--- config.mk ---
export PLATFORM = sky130hd
export DESIGN_NAME = dte_ctrl
export DESIGN_NICKNAME = d
export VERILOG_FILES = /design/src/rtl/dte_pkg.sv /design/src/rtl/dte_ctrl.sv
export SDC_FILE = /design/constraint.sdc
export NUM_CORES = 1
export LEC_CHECK = 0
export ABC_AREA = 1
export BUFFER_PORTS_ARGS = -buffer_cell sky130_fd_sc_hd__buf_2
export CAP_MARGIN = 20
export CORE_AREA = 2 2 39 41
export DETAILED_ROUTE_END_ITERATION = 8
export DIE_AREA = 0 0 41 43
export PLACE_DENSITY = 0.44
export SLEW_MARGIN = 20
export SYNTH_ARGS = -nofsm -noshare
export SYNTH_HDL_FRONTEND = slang
export SYNTH_SLANG_ARGS = --single-unit
--- constraint.sdc ---
create_clock -name aclk -period 1.1 [get_ports aclk]
set_input_delay 0.055 -clock aclk [delete_from_list [all_inputs] [get_ports aclk]]
set_output_delay 0.055 -clock aclk [all_outputs]
set_load 0.02 [all_outputs]
--- src/rtl/dte_pkg.sv ---
// ============================================================================
// dte_pkg
// Shared types, codes and helpers for the decision tree evaluator.
// ============================================================================
package dte_pkg;

    // Default table depth and the clamp on the configured input width
    localparam int MAX_NODES_DEFAULT = 256;
    localparam int MAX_INPUT_BITS    = 32;

    localparam logic [5:0] CFG_WIDTH_RESET = 6'd32;

    // Item kind, carried on the input tuser
    localparam logic ACTION_WRITE = 1'b0;
    localparam logic ACTION_EVAL  = 1'b1;

    typedef enum logic [1:0] {
        STATUS_OK         = 2'd0,
        STATUS_WIDTH_ERR  = 2'd1,
        STATUS_STEP_LIMIT = 2'd2
    } status_t;

    // Stored node word, 23 bits
    typedef struct packed {
        logic       is_leaf;
        logic       leaf_value;
        logic [4:0] split_bit;
        logic [7:0] one_child;
        logic [7:0] zero_child;
    } node_t;

    localparam int NODE_W = $bits(node_t);

    // Input tdata, lowest field in the lowest bits
    typedef struct packed {
        logic        pad;
        logic [31:0] input_bits;
        logic [7:0]  one_child;
        logic [7:0]  zero_child;
        logic [4:0]  split_bit;
        logic        leaf_value;
        logic        node_is_leaf;
        logic [7:0]  node_index;
    } in_data_t;

    typedef struct packed {
        logic [4:0] pad;
        status_t    status;
        logic       tree_value;
    } out_data_t;

    // Controller to datapath
    typedef struct packed {
        logic write_node;
        logic walk_start;
        logic walking;
        logic capture;
        logic load_out;
    } dte_cmd_t;

    // Datapath to controller
    typedef struct packed {
        logic walk_done;
        logic out_free;
    } dte_sts_t;

    // Reduce an 8-bit index into [0, nodes): eight conditional subtracts
    function automatic logic [7:0] slot_of(logic [7:0] idx, int nodes);
        int v;
        v = int'(idx);
        for (int k = 7; k >= 0; k--) begin
            if (v >= (nodes << k)) begin
                v = v - (nodes << k);
            end
        end
        return 8'(v);
    endfunction

endpackage

--- src/rtl/dte_ctrl.sv ---
// ============================================================================
// dte_ctrl
// Sequencer: takes items, runs the tree walk and hands the result on.
// ============================================================================
module dte_ctrl (
    input  logic              aclk,
    input  logic              aresetn,
    input  logic              s_valid,
    input  logic              s_action,
    output logic              s_ready,
    input  dte_pkg::dte_sts_t sts,
    output dte_pkg::dte_cmd_t cmd
);

    typedef enum logic [2:0] {
        ST_IDLE = 3'b001,
        ST_WALK = 3'b010,
        ST_DONE = 3'b100
    } state_t;

    state_t state_reg, state_next;
    logic   accept;

    assign s_ready = (state_reg == ST_IDLE);
    assign accept  = s_valid && s_ready;

    always_comb begin
        state_next     = state_reg;
        cmd            = '0;
        cmd.write_node = accept && (s_action == dte_pkg::ACTION_WRITE);
        cmd.walk_start = accept && (s_action == dte_pkg::ACTION_EVAL);
        unique case (state_reg)
            ST_IDLE: begin
                if (cmd.walk_start) begin
                    state_next = ST_WALK;
                end
            end
            ST_WALK: begin
                cmd.walking = 1'b1;
                if (sts.walk_done) begin
                    cmd.capture = 1'b1;
                    state_next  = ST_DONE;
                end
            end
            ST_DONE: begin
                if (sts.out_free) begin
                    cmd.load_out = 1'b1;
                    state_next   = ST_IDLE;
                end
            end
            default: begin
                state_next = ST_IDLE;
            end
        endcase
    end

    always_ff @(posedge aclk) begin
        if (!aresetn) begin
            state_reg <= ST_IDLE;
        end else begin
            state_reg <= state_next;
        end
    end

endmodule

# Word-level counts from Yosys, hierarchy flattened
# Cells that the tools add are included.
# totals
regBits	3
output_inout_bits	6
elab_cells	20
# classes
n_eq_ne	6
mux	8
bitwise_logic	1
reduce_logical	4
# ops
cell	count
$mux W3	3
$pmux W3 S3	1
$ne A2 B2 Y1 const B	2
$eq A3 B1 Y1 const B	1
$eq A3 B2 Y1 const B	1
$eq A3 B3 Y1 const B	1
$logic_and A1 B1 Y1	3
$mux W1	3
$reduce_and A3 Y1	1
$mux W2	1
$ne A2 B1 Y1 const B	1
$not A1 Y1	1

# Logic depth before layout (Yosys ltp)
# depth
word_depth	5
depth_mapped	6
mapped_depth_nobuf	6

# Worst setup path after synthesis
# OpenSTA, ideal clock, no wires.
# synth_timing
path_type	register -> output
start	register state_reg[2]
end	output port cmd[0] (netlist name)
arrival_ps	1101
required_ps	1045
setup_slack_ps	-56
path_stages_with_launch	3
n_path_buf	0
cell_sequence	dfxtp_1 -> inv_1 -> nor4_1
# synth_lines
element	line	rtl
start: declaration	dte_ctrl.sv:21	state_t state_reg, state_next;
start signal: assignment	dte_ctrl.sv:61	state_reg <= state_next;
end: declaration	dte_ctrl.sv:12	output dte_pkg::dte_cmd_t cmd

==> key figures <==
Layout
  – Number of flip-flops in the largest register: 3
  – Fill cell count: 165
  – Net count reported at finish: 54
  – Area taken by flip-flops and latches: 66.31 sq um
  – Number of antenna cells inserted: 0
  – Proportion of layout cells with a drive suffix above 1: 65.96%
  – Final standard cell count with taps included and fillers excluded: 63
  – Combined area of the multi-input logic cells: 113.9 sq um
  – Commonest cells after routing, fill and taps aside: 7 x sky130_fd_sc_hd__inv_1, 7 x sky130_fd_sc_hd__buf_2, 5 x sky130_fd_sc_hd__inv_2
  – Area grow syn2layout: 71.61%
  – Post-route cell area: 347.8 sq um

Routing
  – Routed met3 length: 37 microns
  – Total vias in the final route: 235
  – M1 WL: 205 microns
  – Wire per inst: 7.302 microns
  – Number of optimization iterations in the first detailed-route pass: 4
  – DRC: 0
  – Wire length reported by the detailed router: 460 microns
  – Antenna Violating Nets Remaining: 0
  – Top Layer Used: met3
  – Routed wl met2: 216 microns
  – Detailed router's first-iteration violation count: 4
  – Via density: 3.730

Setup path
  – Critical Path, Cell by Cell: nor2_4 -> nand2_2 -> inv_2 -> nand3_2 -> inv_2 -> buf_6
  – Capturing element type of the critical path: primary output
  – Arrival @ worst endpoint: 1.04 ns
  – Buffers plus inverters on the worst setup path: 3
  – Crit path required time: 1.04 ns
  – Critical path peak fanout: 5
  – Startpoint class of the critical path: flip-flop
  – Slowest cell on crit path: sky130_fd_sc_hd__dfxtp_4
  – Delay of the slowest cell on the worst path: 0.36 ns
  – CP Class: flip-flop to primary output
  – CP dominant cell by count: sky130_fd_sc_hd__inv_2
  – Family with the most delay on the worst path: flip-flops

Die
  – Initial Utilization: 14.65%
  – Area of the die: 1763 sq um
  – Number of cell rows: 14
  – Die Span X: 41 microns
  – Die Span Y: 43 microns
  – IO Pins: 12
  – Area inside the core boundary: 1384 sq um

Yosys
  – Syn Inst Count: 31
  – Post-Synth Simple-Gate Area: 38.89%
  – Post-synthesis mux area share: 0%
  – Sequential element share of the synthesized area: 29.63%
  – Share of the synthesized area in compound gates (AO/OA/AOI/OAI): 9.259%
  – XOR/XNOR Fraction of Synth Area: 0%
  – Register bit count reported by yosys: 3
  – Top area cells in the synthesized netlist: sky130_fd_sc_hd__dfxtp_1 30%, sky130_fd_sc_hd__inv_1 19%, sky130_fd_sc_hd__nand3_2 9.9%
  – Post-Synthesis Mean Instance Area: 6.539 sq um
  – Synth top area share: 29.63%
  – Number of different library cells in the post-synthesis netlist: 15
  – Combinational family with the most area after synthesis: simple AND/OR/NAND/NOR gates
  – Net Count, Synth: 37
  – Post-Synth Adder-Cell Area: 0%
  – Largest area contributor in the synthesized netlist: sky130_fd_sc_hd__dfxtp_1
  – Synthesized area: 202.7 sq um
  – Count of yosys warnings during synthesis: 0

Global routing
  – Vias in the first global route: 217
  – Pin count of the biggest net entering global routing: 6
  – Total overflow reported by the global router: 0
  – Number of antenna violations at the first check in global routing: 0
  – Total routing usage reported by global routing: 6.921%
  – First-pass GRT wire length: 738 microns

STA
  – RSZ-0062 raised after global routing: true
  – Final setup vio count: 0
  – Slew headroom: 87.06%
  – Peak Freq: 911.5 MHz
  – Max-slew violation total from the final report: 0
  – Time the final worst path needs with I/O delays and setup: 1.097 ns
  – Fin Clk Skew: 0.0004243 ns
  – Hold Violations, Final: 0
  – Fin crit share: 99.74%
  – Slew at the pin with the worst max-slew slack: 0.1925 ns

Flow run
  – Max-Cap Viols: 0

CTS
  – Sinks on the clock net: 3
  – Clock latency at the later pin of the worst-skew pair: 0.23 ns
  – Number of levels the H-tree was split into: 1
  – TritonCTS clock tree: yes
  – Clock transition at the registers of the reported paths: 0.04 ns
  – Root Buffer: sky130_fd_sc_hd__clkbuf_4
  – Maximum buffer depth of the clock tree: 2
  – Clock buffer count from CTS: 3

Pwr
  – Total power per unit cell area: 1187 nW/um^2
  – VDD IR-drop max: 0.3511 mV
  – Leakage Power: 0.1940 nW

Placed design
  – Total instance count after detailed placement: 58
  – Final Wtd Congestion: 0.6864
  – Port Buffers: 11
  – Post-DP HPWL: 375.8 microns
  – DP Area: 284.0 sq um

Worst hold path
  – Hold/Removal Path Class: primary input to flip-flop

Run status
  – Outcome: complete, no violations
layer usage:
layer  vias to the layer above  track usage, %
met4                         0           6.000
met5                         -               0
met2                         7           7.187
met3                         0           6.283
met1                       101           8.013
li1                        127               -
where the power goes:
group	leakage (nW)	total, mW	switching [mW]	internal, mW
combinational	0.154	0.0938	0.0543	0.0395
sequential	0.0254	0.125	0.00979	0.115
clock	0.0150	0.194	0.0579	0.136
total	0.194	0.413	0.122	0.291
cell families after synthesis:
family                 Yosys count
AO/OA/AOI/OAI                    3
buffers and inverters           12
AND/OR/NAND/NOR                 13
flip-flops                       3
worst reg2reg max path: stages (launching register included):
cell and delay (ns):
sky130_fd_sc_hd__dfxtp_4 0.36, sky130_fd_sc_hd__nor2_4 0.08, sky130_fd_sc_hd__nand2_2 0.07, sky130_fd_sc_hd__inv_2 0.07
sky130_fd_sc_hd__nand3_2 0.07, sky130_fd_sc_hd__buf_4 0.14, sky130_fd_sc_hd__a21oi_2 0.10
final cells by class:
class / count / area share, %
clock buffer: 4 / 7.554
inverter: 12 / 12.95
multi-input combinational: 16 / 32.73
sequential: 3 / 19.06
tap: 16 / 5.755
timing repair buffer: 12 / 21.94
per-stage QoR:
step                utilization [%]  setup TNS [ns]  hold WS (ns)  total power [mW]  setup slack (ns)
floorplan                         -               0        0.1392            0.1778           0.08152
global placement              20.52               0        0.2672            0.2072            0.1596
detailed placement            20.52               0        0.2670            0.2075            0.1656
CTS                           24.41        -0.02945       0.01783            0.4212          -0.01235
global route                  25.14         -0.1465       0.02411            0.4437          -0.06138
finish                        25.14               0       0.02382            0.4128          0.002875
Yosys cell counts:
cell                      count
sky130_fd_sc_hd__nand3_2      2
sky130_fd_sc_hd__a21oi_1      1
sky130_fd_sc_hd__dfxtp_1      3
sky130_fd_sc_hd__nor2_1       1
sky130_fd_sc_hd__nor4_1       1
sky130_fd_sc_hd__nand2_1      1
sky130_fd_sc_hd__inv_1       10
sky130_fd_sc_hd__a21oi_2      1
sky130_fd_sc_hd__nand2_2      2
sky130_fd_sc_hd__o21ai_0      1
sky130_fd_sc_hd__nor2_2       1
sky130_fd_sc_hd__nand4_1      1
sky130_fd_sc_hd__inv_2        2
sky130_fd_sc_hd__nand3_1      3
sky130_fd_sc_hd__nor3_1       1
worst paths after layout:
path	startpoint	endpoint	slack [ns]	cells after the start
max reg2reg	state_reg[1]	state_reg[1]	0.14	6
min reg2reg	state_reg[2]	state_reg[2]	0.54	2
max	state_reg[1]	cmd[3]	0.003	6
min	aresetn	state_reg[0]	0.02	2
timing repair:
action / 4_1_cts / 5_1_grt
pin swaps: 1 / 0
buffers inserted: 1 / 0
hold buffers: 0 / 0
gates resized for setup: 10 / 4
endpoints found under the setup margin: 4 / 4
(Power assumes the default switching activity.)
